File: src/design/adip_pkg.sv
`default_nettype none

package adip_pkg;

    // Longest accepted number is MAX_CHARS-1 characters, minus included
    localparam int MAX_CHARS = 12;
    localparam int CC_W      = 6;
    localparam int MAG_W     = 33;
    localparam int PROD_W    = MAG_W + 4;

    localparam logic [MAG_W-1:0] MAG_MAX = {MAG_W{1'b1}};

    // Character codes
    localparam logic [7:0] CH_MINUS = 8'd45;
    localparam logic [7:0] CH_ZERO  = 8'd48;
    localparam logic [7:0] CH_COLON = 8'd58;
    localparam logic [7:0] CH_LF    = 8'd10;
    localparam logic [7:0] CH_CR    = 8'd13;

    // Target type codes
    localparam logic [2:0] TT_U8  = 3'd0;
    localparam logic [2:0] TT_S8  = 3'd1;
    localparam logic [2:0] TT_S16 = 3'd2;
    localparam logic [2:0] TT_U16 = 3'd3;
    localparam logic [2:0] TT_S32 = 3'd4;

    // Result status; ST_OK doubles as "no error yet" in the parse state
    typedef enum logic [2:0] {
        ST_OK           = 3'd0,
        ST_EMPTY        = 3'd1,
        ST_BAD_CHAR     = 3'd2,
        ST_TOO_LONG     = 3'd3,
        ST_OUT_OF_RANGE = 3'd4
    } status_t;

    // Magnitude limits, positive side and negative side
    localparam logic [MAG_W-1:0] LIM_U8_POS  = 33'd255;
    localparam logic [MAG_W-1:0] LIM_S8_POS  = 33'd127;
    localparam logic [MAG_W-1:0] LIM_S8_NEG  = 33'd128;
    localparam logic [MAG_W-1:0] LIM_S16_POS = 33'd32767;
    localparam logic [MAG_W-1:0] LIM_S16_NEG = 33'd32768;
    localparam logic [MAG_W-1:0] LIM_U16_POS = 33'd65535;
    localparam logic [MAG_W-1:0] LIM_S32_POS = 33'h0_7FFF_FFFF;
    localparam logic [MAG_W-1:0] LIM_S32_NEG = 33'h0_8000_0000;

    function automatic logic type_is_signed(input logic [2:0] tt);
        return (tt == TT_S8) || (tt == TT_S16) || (tt == TT_S32);
    endfunction

endpackage

`default_nettype wire

File: src/design/ascii_decimal_integer_parser_unit.sv
`default_nettype none

// Channel   Dir  Word layout (low bit first)                Handshake
// s_        in   tdata[7:0] rx_byte, tlast burst_end          tvalid/tready
// m_        out  tdata[31:0] value, tuser[0] valid_res,       tvalid/tready
//                tuser[3:1] status
// cfg_      in   cfg_wr_data[2:0] target_type                 cfg_wr_en
//
// One word per cycle sustained unless a tlast word stalls. A word sits in the
// input register, then the parse state and, on tlast, the result register are
// updated. A tlast word passes the input register, then the result register.
// Only tlast words wait on a full result register; other words keep flowing.
// aresetn is synchronous, active low; target_type resets to signed 16-bit.

module ascii_decimal_integer_parser_unit (
    input  wire logic        aclk,
    input  wire logic        aresetn,
    input  wire logic        cfg_wr_en,
    input  wire logic [2:0]  cfg_wr_data,   // [2:0] target_type
    input  wire logic        s_tvalid,
    output logic             s_tready,
    input  wire logic [7:0]  s_tdata,       // [7:0] rx_byte
    input  wire logic        s_tlast,       // burst_end
    output logic             m_tvalid,
    input  wire logic        m_tready,
    output logic [31:0]      m_tdata,       // [31:0] value
    output logic [3:0]       m_tuser        // [0] valid_res, [3:1] status
);

    localparam int CC_W   = adip_pkg::CC_W;
    localparam int MAG_W  = adip_pkg::MAG_W;
    localparam int PROD_W = adip_pkg::PROD_W;

    // Configuration
    logic [2:0] target_type_reg;

    // Input register
    logic       in_valid_reg, in_valid_next;
    logic [7:0] in_byte_reg;
    logic       in_last_reg;

    // Parse state
    logic [CC_W-1:0]   char_count_reg, char_count_next;
    logic              is_negative_reg, is_negative_next;
    logic [MAG_W-1:0]  magnitude_reg, magnitude_next;
    logic              digit_seen_reg, digit_seen_next;
    adip_pkg::status_t error_kind_reg, error_kind_next;
    logic              dropping_reg, dropping_next;

    // Result register
    logic              out_valid_reg, out_valid_next;
    logic [31:0]       out_value_reg, out_value_next;
    logic              out_ok_reg, out_ok_next;
    adip_pkg::status_t out_status_reg, out_status_next;

    // Handshake
    logic out_free;
    logic consume;
    logic s_accept;

    // Per-word parse results
    logic [7:0]        ch;
    logic              is_digit;
    logic [3:0]        digit;
    logic [CC_W-1:0]   cc_inc;
    logic [PROD_W-1:0] prod;
    logic [CC_W-1:0]   cc_take;
    logic              neg_take;
    logic [MAG_W-1:0]  mag_take;
    logic              seen_take;
    adip_pkg::status_t err_take;
    logic              drop_take;

    // Result evaluation
    logic              in_range;
    logic [31:0]       signed_value;

    assign out_free = !out_valid_reg || m_tready;
    // Non-final words never produce a result, so they need no room downstream
    assign consume  = in_valid_reg && (!in_last_reg || out_free);
    assign s_tready = !in_valid_reg || consume;
    assign s_accept = s_tvalid && s_tready;

    always_ff @(posedge aclk) begin
        if (!aresetn) begin
            target_type_reg <= adip_pkg::TT_S16;
        end else if (cfg_wr_en) begin
            target_type_reg <= cfg_wr_data;
        end
    end

    // Take one character into the state
    always_comb begin
        ch       = in_byte_reg;
        is_digit = (ch >= adip_pkg::CH_ZERO) && (ch < adip_pkg::CH_COLON);
        digit    = 4'(ch - adip_pkg::CH_ZERO);
        cc_inc   = char_count_reg + CC_W'(1);
        // x10 as shift-add; saturate once the product leaves 33 bits
        prod     = {1'b0, magnitude_reg, 3'b000} + {3'b000, magnitude_reg, 1'b0}
                 + {{(PROD_W-4){1'b0}}, digit};

        cc_take   = char_count_reg;
        neg_take  = is_negative_reg;
        mag_take  = magnitude_reg;
        seen_take = digit_seen_reg;
        err_take  = error_kind_reg;
        drop_take = dropping_reg;

        if (!dropping_reg) begin
            priority if (ch == adip_pkg::CH_MINUS && char_count_reg == '0 &&
                         adip_pkg::type_is_signed(target_type_reg)) begin
                neg_take = 1'b1;
                cc_take  = CC_W'(1);
            end else if (is_digit) begin
                cc_take = cc_inc;
                if (cc_inc <= CC_W'(adip_pkg::MAX_CHARS - 1)) begin
                    mag_take  = (prod > PROD_W'(adip_pkg::MAG_MAX)) ?
                                adip_pkg::MAG_MAX : prod[MAG_W-1:0];
                    seen_take = 1'b1;
                end else begin
                    err_take  = adip_pkg::ST_TOO_LONG;
                    drop_take = 1'b1;
                end
            end else if (ch == adip_pkg::CH_LF || ch == adip_pkg::CH_CR) begin
                // line ending only rejects an empty line
                if (char_count_reg == '0) begin
                    err_take  = adip_pkg::ST_EMPTY;
                    drop_take = 1'b1;
                end
            end else begin
                err_take  = adip_pkg::ST_BAD_CHAR;
                drop_take = 1'b1;
            end
        end
    end

    // Range check on sign and magnitude
    always_comb begin
        unique case (target_type_reg)
            adip_pkg::TT_U8:
                in_range = neg_take ? (mag_take == '0) : (mag_take <= adip_pkg::LIM_U8_POS);
            adip_pkg::TT_S8:
                in_range = neg_take ? (mag_take <= adip_pkg::LIM_S8_NEG)
                                    : (mag_take <= adip_pkg::LIM_S8_POS);
            adip_pkg::TT_S16:
                in_range = neg_take ? (mag_take <= adip_pkg::LIM_S16_NEG)
                                    : (mag_take <= adip_pkg::LIM_S16_POS);
            adip_pkg::TT_U16:
                in_range = neg_take ? (mag_take == '0) : (mag_take <= adip_pkg::LIM_U16_POS);
            adip_pkg::TT_S32:
                in_range = neg_take ? (mag_take <= adip_pkg::LIM_S32_NEG)
                                    : (mag_take <= adip_pkg::LIM_S32_POS);
            default:
                in_range = 1'b0;
        endcase
        signed_value = neg_take ? (32'd0 - mag_take[31:0]) : mag_take[31:0];
    end

    // State and result update
    always_comb begin
        in_valid_next = in_valid_reg;
        if (s_accept) begin
            in_valid_next = 1'b1;
        end else if (consume) begin
            in_valid_next = 1'b0;
        end

        char_count_next  = char_count_reg;
        is_negative_next = is_negative_reg;
        magnitude_next   = magnitude_reg;
        digit_seen_next  = digit_seen_reg;
        error_kind_next  = error_kind_reg;
        dropping_next    = dropping_reg;

        out_valid_next  = out_valid_reg && !m_tready;
        out_value_next  = out_value_reg;
        out_ok_next     = out_ok_reg;
        out_status_next = out_status_reg;

        if (consume) begin
            if (in_last_reg) begin
                // burst end: report, then start over
                out_valid_next   = 1'b1;
                out_value_next   = '0;
                out_ok_next      = 1'b0;
                if (err_take != adip_pkg::ST_OK) begin
                    out_status_next = err_take;
                end else if (!seen_take) begin
                    out_status_next = adip_pkg::ST_EMPTY;
                end else if (in_range) begin
                    out_value_next  = signed_value;
                    out_ok_next     = 1'b1;
                    out_status_next = adip_pkg::ST_OK;
                end else begin
                    out_status_next = adip_pkg::ST_OUT_OF_RANGE;
                end
                char_count_next  = '0;
                is_negative_next = 1'b0;
                magnitude_next   = '0;
                digit_seen_next  = 1'b0;
                error_kind_next  = adip_pkg::ST_OK;
                dropping_next    = 1'b0;
            end else begin
                char_count_next  = cc_take;
                is_negative_next = neg_take;
                magnitude_next   = mag_take;
                digit_seen_next  = seen_take;
                error_kind_next  = err_take;
                dropping_next    = drop_take;
            end
        end
    end

    always_ff @(posedge aclk) begin
        if (!aresetn) begin
            in_valid_reg    <= 1'b0;
            char_count_reg  <= '0;
            is_negative_reg <= 1'b0;
            magnitude_reg   <= '0;
            digit_seen_reg  <= 1'b0;
            error_kind_reg  <= adip_pkg::ST_OK;
            dropping_reg    <= 1'b0;
            out_valid_reg   <= 1'b0;
        end else begin
            in_valid_reg    <= in_valid_next;
            char_count_reg  <= char_count_next;
            is_negative_reg <= is_negative_next;
            magnitude_reg   <= magnitude_next;
            digit_seen_reg  <= digit_seen_next;
            error_kind_reg  <= error_kind_next;
            dropping_reg    <= dropping_next;
            out_valid_reg   <= out_valid_next;
        end
    end

    // Payload registers, no reset
    always_ff @(posedge aclk) begin
        if (s_accept) begin
            in_byte_reg <= s_tdata;
            in_last_reg <= s_tlast;
        end
        out_value_reg  <= out_value_next;
        out_ok_reg     <= out_ok_next;
        out_status_reg <= out_status_next;
    end

    assign m_tvalid = out_valid_reg;
    assign m_tdata  = out_value_reg;
    assign m_tuser  = {out_status_reg, out_ok_reg};

endmodule

`default_nettype wire

File: config.mk
export PLATFORM = sky130hd
export DESIGN_NAME = ascii_decimal_integer_parser_unit
export DESIGN_NICKNAME = d
export VERILOG_FILES = /design/src/design/adip_pkg.sv /design/src/design/ascii_decimal_integer_parser_unit.sv
export SDC_FILE = /design/constraint.sdc
export NUM_CORES = 1
export LEC_CHECK = 0
export ABC_AREA = 1
export BUFFER_PORTS_ARGS = -buffer_cell sky130_fd_sc_hd__buf_4
export CAP_MARGIN = 25
export CORE_MARGIN = 4
export CORE_UTILIZATION = 45
export CTS_CLUSTER_SIZE = 28
export DETAILED_ROUTE_END_ITERATION = 12
export PLACE_DENSITY_LB_ADDON = 0.3
export SETUP_SLACK_MARGIN = 0.5
export SYNTH_ARGS = -nofsm -noshare
export SYNTH_HDL_FRONTEND = slang
export SYNTH_SLANG_ARGS = --single-unit
File: constraint.sdc
create_clock -name aclk -period 3.9 [get_ports aclk]
set_input_delay 0.195 -clock aclk [delete_from_list [all_inputs] [get_ports aclk]]
set_output_delay 0.195 -clock aclk [all_outputs]
set_load 0.005 [all_outputs]
After elaboration in Yosys (flattened, before gate mapping)

Index checks and enable logic that the tools add are counted.

Output and inout port bits: 38
Flip-flop bits (word level): 95

Add/sub/neg operators: 5
Reductions and logical operators: 26
Magnitude comparators: 12
Multiplexer cells: 47
Equality and inequality tests: 8
Bitwise logic cells: 2

Operators with widths:

| operator                                                          | number |
|---|---|
| 2-to-1 mux 33 bit                                                 | 6 |
| <= comparator 33 x 16 -> 1 bit, second input constant             | 2 |
| <= comparator 33 x 8 -> 1 bit, second input constant              | 2 |
| adder 36 x 34 -> 37 bit                                           | 1 |
| adder 37 x 4 -> 37 bit                                            | 1 |
| > comparator 37 x 33 -> 1 bit, second input constant              | 1 |
| <= comparator 33 x 15 -> 1 bit, second input constant             | 1 |
| <= comparator 33 x 31 -> 1 bit, second input constant             | 1 |
| <= comparator 33 x 32 -> 1 bit, second input constant             | 1 |
| <= comparator 33 x 7 -> 1 bit, second input constant              | 1 |
| logical NOT 33 bit                                                | 1 |
| 2-to-1 mux 32 bit                                                 | 1 |
| subtractor 1 x 32 -> 32 bit, first input constant                 | 1 |
| 2-to-1 mux 3 bit                                                  | 10 |
| 2-to-1 mux 1 bit                                                  | 25 |
| 2-to-1 mux 6 bit                                                  | 4 |
| == test 8 x 4 -> 1 bit, second input constant                     | 2 |
| == test 8 x 6 -> 1 bit, second input constant                     | 1 |
| greater-or-equal comparator 8 x 6 -> 1 bit, second input constant | 1 |
| < comparator 8 x 6 -> 1 bit, second input constant                | 1 |
| adder 6 x 1 -> 6 bit, second input constant                       | 1 |
| == test 3 x 2 -> 1 bit, second input constant                     | 2 |
| <= comparator 6 x 4 -> 1 bit, second input constant               | 1 |
| logical AND 1 bit                                                 | 6 |
| other kinds (16)                                                  | 26 |

Depth between registers and ports, before layout

Gate-level depths: netlist of run 1.

Word-level depth: 14
Gate-level depth with buffers: 35
Depth with buffers taken out: 33

Worst setup path after synthesis of run 1

OpenSTA, ideal clock, no wires.

Kind: reg-to-reg
Start point: register magnitude_reg[0]
End point: register out_value_reg[19] (netlist: m_tdata[19]), data pin
Arrival: 3946 ps
Cell stages (with the launch flop): 32
Data required time: 3622 ps
Period minus slack after synthesis: 4224 ps
Library setup time: 278 ps
Slack: -324 ps
Cells stage by stage: dfxtp_1 inv_1 fa_1 fa_1 inv_1 nand2_1 nand2_1 nand3_1 nand2_2 nand2_2 nand2_2 nand2_1 nand3_1 nand2_2 nor2_4 nand3_4 buf_8 buf_12 nor2_1 a21oi_2 ha_1 inv_1 nor2_1 nand2_1 nor2_1 a21oi_1 nand2_1 nand2_1 nand3_2 nor2_4 buf_6 nor3_2

Cells in the longest elaborated chain, start to end: 13

Ends and longest elaborated chain:

| item                                                   | RTL line                                 | RTL |
|---|---|---|
| start: declaration                                     | ascii_decimal_integer_parser_unit.sv:45  | `logic [MAG_W-1:0] magnitude_reg, magnitude_next;` |
| start signal: assignment                               | ascii_decimal_integer_parser_unit.sv:228 | `magnitude_reg <= magnitude_next;` |
| adder 36 x 34 -> 37 bit                                | ascii_decimal_integer_parser_unit.sv:99  | `prod = {1'b0, magnitude_reg, 3'b000} + {3'b000, magnitude_reg, 1'b0}` |
| adder 37 x 4 -> 37 bit                                 | ascii_decimal_integer_parser_unit.sv:100 | `+ {{(PROD_W-4){1'b0}}, digit};` |
| > comparator 37 x 33 -> 1 bit                          | ascii_decimal_integer_parser_unit.sv:117 | `mag_take = (prod > PROD_W'(adip_pkg::MAG_MAX)) ?` |
| 2-to-1 mux 33 bit                                      | ascii_decimal_integer_parser_unit.sv:117 |  |
| 2-to-1 mux 33 bit                                      | ascii_decimal_integer_parser_unit.sv:116 | `if (cc_inc <= CC_W'(adip_pkg::MAX_CHARS - 1)) begin` |
| 2-to-1 mux 33 bit                                      | ascii_decimal_integer_parser_unit.sv:114 | `end else if (is_digit) begin` |
| 2-to-1 mux 33 bit                                      | ascii_decimal_integer_parser_unit.sv:110 | `priority if (ch == adip_pkg::CH_MINUS && char_count_reg == '0 &&` |
| 2-to-1 mux 33 bit (*)                                  | ascii_decimal_integer_parser_unit.sv:109 | `if (!dropping_reg) begin` |
| via mag_take[0]                                        | ascii_decimal_integer_parser_unit.sv:69  | `logic [MAG_W-1:0] mag_take;` |
| <= comparator 33 x 31 -> 1 bit (tied with other cells) | ascii_decimal_integer_parser_unit.sv:152 | `: (mag_take <= adip_pkg::LIM_S32_POS);` |
| 2-to-1 mux 1 bit (on tied branches)                    | -                                        |  |
| case mux 1 bit (5 select lines)                        | ascii_decimal_integer_parser_unit.sv:139 | `unique case (target_type_reg)` |
| NOT 1 bit (no line)                                    | -                                        |  |
| OR reduction 3 bit (no line)                           | -                                        |  |
| end signal: assignment                                 | ascii_decimal_integer_parser_unit.sv:242 | `out_value_reg <= out_value_next;` |
| end: declaration                                       | ascii_decimal_integer_parser_unit.sv:52  | `logic [31:0] out_value_reg, out_value_next;` |

The timed path passes the listed nets; every way through them passes the cells marked *.
A chain may end at the register's enable or synchronous reset.

Worst setup path after layout of run 1

Start point: register magnitude_reg[2]
End point: register out_value_reg[18] (netlist: m_tdata[18]), data pin

Cells in the longest elaborated chain, start to end: 13

Ends and longest elaborated chain:

| item                                                   | RTL line |
|---|---|
| adder 36 x 34 -> 37 bit                                | ascii_decimal_integer_parser_unit.sv:99 |
| adder 37 x 4 -> 37 bit                                 | ascii_decimal_integer_parser_unit.sv:100 |
| > comparator 37 x 33 -> 1 bit                          | ascii_decimal_integer_parser_unit.sv:117 |
| 2-to-1 mux 33 bit                                      | ascii_decimal_integer_parser_unit.sv:117 |
| 2-to-1 mux 33 bit                                      | ascii_decimal_integer_parser_unit.sv:116 |
| 2-to-1 mux 33 bit                                      | ascii_decimal_integer_parser_unit.sv:114 |
| 2-to-1 mux 33 bit                                      | ascii_decimal_integer_parser_unit.sv:110 |
| 2-to-1 mux 33 bit (*)                                  | ascii_decimal_integer_parser_unit.sv:109 |
| <= comparator 33 x 31 -> 1 bit (tied with other cells) | ascii_decimal_integer_parser_unit.sv:152 |
| 2-to-1 mux 1 bit (on tied branches)                    | - |
| case mux 1 bit (5 select lines)                        | ascii_decimal_integer_parser_unit.sv:139 |
| NOT 1 bit (no line)                                    | - |
| OR reduction 3 bit (no line)                           | - |

Every way passes the cells marked *; elsewhere a longest branch is shown, timed or not.

==> results.md, run 1 <==
- Status: complete, but fails checks
- Failing checks: setup timing
- # DRC: 0
- Hold WC Path Type: primary input to register
- Highest-delay cell along the critical path: fa_2
- Tmin final: 4.50 ns
- Port Buf Inserts: 54
- Final Wtd Congestion: 0.939
- Drt total wl: 29.6 mm
- Critical path arrival: 4.70 ns
- Initial antenna violation count: 0
- Cts hold-fix bufs: 0
- N_diodes: 0
- Pwr Total: 2.61 mW
- Filler cells: 1,696
- Fmax: 222 MHz
- Initial Util: 46.3%
- Lkg Pwr: 6.53 nW
- Final Setup Violations: 34
- Crit path from: magnitude_reg[2]
- Largest register FFs: 33
- Prevailing post-synth register cell: dfxtp_1
- Async set or reset register ratio after synthesis: 0%
- Syn-to-layout area delta: 39.5%
- Pwr/cell area: 205 nW/um^2
- Synth top area cells: nand2_1 16%, edfxtp_1 15%, dfxtp_1 11%
- Yosys warns: 0
- TritonCTS Buffers: 9
- Row cnt: 51
- Max stage delay on crit path: 0.60 ns
- Kind of end point of the critical path: register
- DR vias/cell: 5.09
- WP data required: 4.10 ns
- RSZ-0062 raised after global routing: yes
- Syn Area/Cell: 6.57 sq um
- Dpl cells: 1,942
- Leading area contributor after synthesis: nand2_1
- R2R depth: 33
- Initial DRC count: 613
- Peak supply drop: 0.000224 V
- Die ar.: 22,600 sq um
- Die W: 150 um
- Pins over their slew limit: 0
- Final ANT Viol Nets: 0
- GRT overflow: 0
- Vias in the first global route: 9,761
- Final Hold Fails: 0
- Final Non-Filler Cells: 1,979
- Pin count of the biggest net entering global routing: 43
- CTS H-tree depth: 3
- Core area: 19,700 sq um
- CP Class: register to register
- Max-Cap Viols: 0
- Mapped Cells: 1,391
- Startpoint of the worst register-to-register path: magnitude_reg[2]
- Cell variety after synth: 50
- Reg-to-reg slack, setup: -0.60 ns
- Final worst slack: -0.601 ns
- Crit path depth: 33
- GRT Overall Usage: 26.2%
- Clock tree from TritonCTS: done
- RR Endpoint: m_tdata[18]
- Max transition margin: 60.1%
- Layout net count: 1,797
- Mapped Nets: 1,479
- First-pass GRT wire length: 47.8 mm
- Clock Latency Late Sink: 0.35 ns
- Worst-Margin Slew: 0.597 ns
- Top delay family on crit path: simple AND/OR/NAND/NOR gates
- CP Capture Point: m_tdata[18]
- CP startpoint kind: register
- Final Cycle Share: 115%
- Clock sinks: 95
- Layout cells sized above 1: 33.6%
- Yosys top cell area share: 16.1%
- Highest net fanout along the worst path: 8
- Most common cell in the synthesized netlist: nand2_1
- Via count: 10,100
- Clk buf depth: 2
- Routed len/inst: 15.0 um
- CTS Root Cell: clkbuf_16
- Mapped Area: 9130 sq um
- Worst path buffer plus inverter count: 7
- Post-DP HPWL: 23.1 mm
- Post-synthesis sequential area ratio: 25.8%
- Count of flip-flops with a built-in enable after synthesis: 45
- Crit path top cell by count: nand2_2
- Setup WS pre-CTS: -0.539 ns
- Drt pass-1 iters: 5
- #FFs+latches synth: 95
- Skew final: 0.00947 ns
- Die Ht: 150 um
- Total I/O pin count: 55
- Post-synth top cells: 392 x nand2_1, 182 x inv_1, 180 x nor2_1
- Clk slew on worst S/H paths: 0.07 ns
## per-layer routing
metal	wire length [um]	up-vias	global-route usage (%)
met3	1570	56	2.71
met4	860	0	8.46
met2	14600	312	45.9
met5	0	-	0
met1	12600	4589	33.9
li1	-	5125	-
## cell type report
| cell class | instances | area, sq um | area share [%] |
|---|---|---|---|
| multi-input cells | 1072 | 6290 | 49.4 |
| clock inverters | 5 | 53.8 | 0.422 |
| inverters | 191 | 717 | 5.63 |
| well taps | 265 | 332 | 2.60 |
| repair buffers | 340 | 2720 | 21.4 |
| flip-flops and latches | 95 | 2360 | 18.5 |
| clock buffers | 11 | 264 | 2.07 |
## cells by family (layout without fill, tap and decap cells)
logic type | after synthesis | in the layout | synth area share, %
compound gates | 169 | 169 | 11.3
xor+xnor | 44 | 44 | 4.22
fa+ha+maj | 71 | 71 | 9.89
buf+inv | 224 | 547 | 10.1
flops | 95 | 95 | 25.8
simple gates | 788 | 788 | 38.8
## power breakdown
part	internal [mW]	switching [mW]
combinational	0.266	0.333
sequential	1.06	0.0134
clock	0.507	0.428
total	1.84	0.774
## cells in the final DEF, fill, tap and decap left out, types with 12 or more instances in the layout
cell / count
edfxtp_1: 45
dfxtp_1: 46
nor2_4: 12
ha_1: 65
a21oi_1: 83
nand4_1: 17
nor3_2: 34
nand2_1: 357
nand3_1: 71
nand3_2: 17
nor2_2: 23
inv_2: 18
nor2_1: 158
nand2_2: 49
nor3_1: 16
xor2_1: 38
buf_4: 323
inv_1: 171
o21ai_0: 26
or2_2: 18
## worst min-delay path by stage
stage | start | cells past startpoint | end
CTS | s_tdata[2] | 1 | ch[2]
finish | s_tdata[2] | 1 | ch[2]
floorplan | s_tdata[0] | 0 | ch[0]
global placement | s_tlast | 1 | in_last_reg
detailed placement | s_tdata[4] | 1 | ch[4]
global route | s_tdata[3] | 1 | ch[3]
## through the flow
step / utilization, % / setup TNS (ns) / hold WS (ns) / instance area, sq um
2_1_floorplan: - / -3.90 / 0.294 / 9160
3_3_place_gp: 59.6 / -12.32 / 0.373 / 11800
3_5_place_dp: 59.6 / -15.98 / 0.374 / 11800
4_1_cts: 63.5 / -11.52 / 0.0127 / 12500
5_1_grt: 64.6 / -27.04 / 0.00176 / 12700
6_report: 64.6 / -18.08 / 0.0177 / 12700
## repair_timing
item / 4_1_cts / 5_1_grt
pin swaps: 12 / 21
gates resized for setup: 79 / 47
cloned: 2 / 0
setup endpoints to repair: 35 / 53
buffers inserted: 14 / 5
Note: power is estimated with default switching activity, not from simulation.
==> run 2: changes to the inputs <==
--- a/config.mk
+++ b/config.mk
@@ -13,7 +13,7 @@
 export CTS_CLUSTER_SIZE = 28
 export DETAILED_ROUTE_END_ITERATION = 12
 export PLACE_DENSITY_LB_ADDON = 0.3
-export SETUP_SLACK_MARGIN = 0.5
+export SETUP_SLACK_MARGIN = 0.4
 export SYNTH_ARGS = -nofsm -noshare
 export SYNTH_HDL_FRONTEND = slang
 export SYNTH_SLANG_ARGS = --single-unit
==> constraint.sdc (replaced) <==
create_clock -name aclk -period 3.9 [get_ports aclk]
set_input_delay 0.195 -clock aclk [delete_from_list [all_inputs] [get_ports aclk]]
set_output_delay 0.195 -clock aclk [all_outputs]
set_load 0.1 [all_outputs]
==> run 2 against run 1 <==
  * The run still ends with setup timing left
  * First-iteration DRC count grew 15%
  * Worst setup slack lost 0.024 ns
  * Clock skew shrank 0.00079 ns
  * Critical path depth is the same
  * Clock power shrank 0.9%
  * Die area is the same
  * Global-route usage is the same
  * Routed wire length shrank 0.22%
  * Hold slack gained 0.00057 ns
  * Largest power group unchanged
==> results.md, run 2 (synthesized netlist as in run 1, its figures left out) <==
- N_diodes: 0
- Area of the multi-input gates: 6260 sq um
- Largest register FFs: 33
- Drt total wl: 29.6 mm
- Port Buf Inserts: 54
- CTS H-tree depth: 3
- GRT Overall Usage: 26.2%
- Setup WS pre-CTS: -0.539 ns
- DR vias/cell: 5.09
- Dpl cells: 1,942
- Skew final: 0.00868 ns
- Top delay family on crit path: simple AND/OR/NAND/NOR gates
- Crit path top cell by count: nand2_2
- Comb pwr share: 24.8%
- Final Cycle Share: 116%
- Routed len/inst: 14.9 um
- Cell internal pwr: 1.84 mW
- Pin count of the biggest net entering global routing: 43
- Clk slew on worst S/H paths: 0.07 ns
- Max transition margin: 60.1%
- Met1 wire length: 12.7 mm
- Worst-Margin Slew: 0.598 ns
- Final Hold Fails: 0
- Pins over their slew limit: 0
- Initial DRC count: 705
- Critical path arrival: 4.72 ns
- Final Setup Violations: 34
- TritonCTS Buffers: 9
- CP Class: register to register
- Clock sinks: 95
- Post-DP HPWL: 23.1 mm
- Kind of end point of the critical path: register
- Fmax: 221 MHz
- Drt pass-1 iters: 5
- Register area: 2360 sq um
- WL met2: 14.5 mm
- Via count: 10,100
- Most frequent cells in the layout: 358 x nand2_1, 325 x buf_4, 174 x inv_1, 159 x nor2_1, 86 x a21oi_1
- WP data required: 4.09 ns
- Final Non-Filler Cells: 1,978
- Clk buf depth: 2
- Met3 Wirelength: 1.45 mm
- Max-Cap Viols: 0
- Die ar.: 22,600 sq um
- Syn-to-layout area delta: 38.9%
- Crit path from: magnitude_reg[2]
- Vias in the first global route: 9,761
- Clock tree from TritonCTS: done
- Layout cells sized above 1: 33.0%
- Sequential power share: 40.4%
- Filler cells: 1,709
- Highest net fanout along the worst path: 8
- P_sw: 0.829 mW
- Worst path buffer plus inverter count: 7
- Clock Latency Late Sink: 0.35 ns
- CTS Root Cell: clkbuf_16
- CP startpoint kind: register
- Tmin final: 4.52 ns
- Hold WC Path Type: primary input to register
- Layout net count: 1,796
- Final worst slack: -0.625 ns
- Initial Util: 46.3%
- Highest-delay cell along the critical path: fa_2
- Final Wtd Congestion: 0.939
- Switch share: 31.1%
- Startpoint of the worst register-to-register path: magnitude_reg[2]
- Cts hold-fix bufs: 0
- Hold Crit Start: s_tdata[2]
- Final ANT Viol Nets: 0
- Pwr/cell area: 210 nW/um^2
- Status: complete, but fails checks
- Peak supply drop: 0.000225 V
- DP Area: 11,800 sq um
- Fin Setup TNS: -18.81 ns
- First-pass GRT wire length: 47.8 mm
- Most common cell after layout, fill and taps aside: nand2_1
- Die Ht: 150 um
- GRT overflow: 0
- Final instance area: 12,700 sq um
- Failing checks: setup timing
- Core area: 19,700 sq um
- RSZ-0062 raised after global routing: yes
- Total I/O pin count: 55
- Die W: 150 um
- Clock network power share: 34.8%
- Max stage delay on crit path: 0.60 ns
- # DRC: 0
- Lkg Pwr: 6.52 nW
- Initial antenna violation count: 0
- Pwr Total: 2.67 mW
- Uppermost layer routed: met4
- Row cnt: 51
run 2: worst paths after layout:
path	to	slack (ns)	cells after the start
worst max-delay path	m_tdata[18]	-0.62	33
worst min-delay path	ch[2]	0.02	1
worst max register to register	m_tdata[18]	-0.62	33
worst min register to register	is_negative_reg	0.47	2
run 2: worst reg2reg max path, delay by kind of cell, from the launching register on:
| kind | cells | cell delay (ns) |
|---|---|---|
| and+or+nand+nor | 23 | 2.21 |
| adders and majority gates | 2 | 0.87 |
| buffers and inverters | 7 | 0.76 |
| DFF | 1 | 0.34 |
| AOI/OAI and AO/OA | 1 | 0.20 |
run 2: routing by layer:
layer / GRT usage (%) / vias up
li1: - / 5122
met1: 33.9 / 4602
met2: 45.9 / 284
met3: 2.71 / 61
met4: 8.46 / 0
met5: 0 / -
run 2: repair_timing:
item                                    in CTS  in global routing
endpoints found under the setup margin      34                 37
resized for setup                           79                 33
setup buffers                               14                  4
hold endpoints to repair                     0                  0
pin swaps                                   12                 19
cloned                                       2                  0
run 2: cell type report:
class                      count  area share [%]
multi-input combinational   1072            49.4
inverter                     191            5.65
timing repair buffer         339            21.3
sequential                    95            18.6
clock inverter                 5           0.424
clock buffer                  11            2.08
tap                          265            2.61
run 2: per-stage QoR:
stage / util (%) / hold WS [ns]
finish: 64.3 / 0.0183
global route: 64.3 / 0.00168
CTS: 63.5 / 0.0127
detailed placement: 59.6 / 0.374
global placement: 59.6 / 0.373
floorplan: - / 0.294
run 2: power groups by stage:
stage                     Clock [mW]  Sequential [mW]  Combinational [mW]
after floorplan                    0             1.16               0.294
after global placement             0             1.10               0.548
after detailed placement           0             1.10               0.556
after CTS                      0.943             1.08               0.638
after global routing           0.987             1.08               0.708
final                          0.927             1.08               0.661
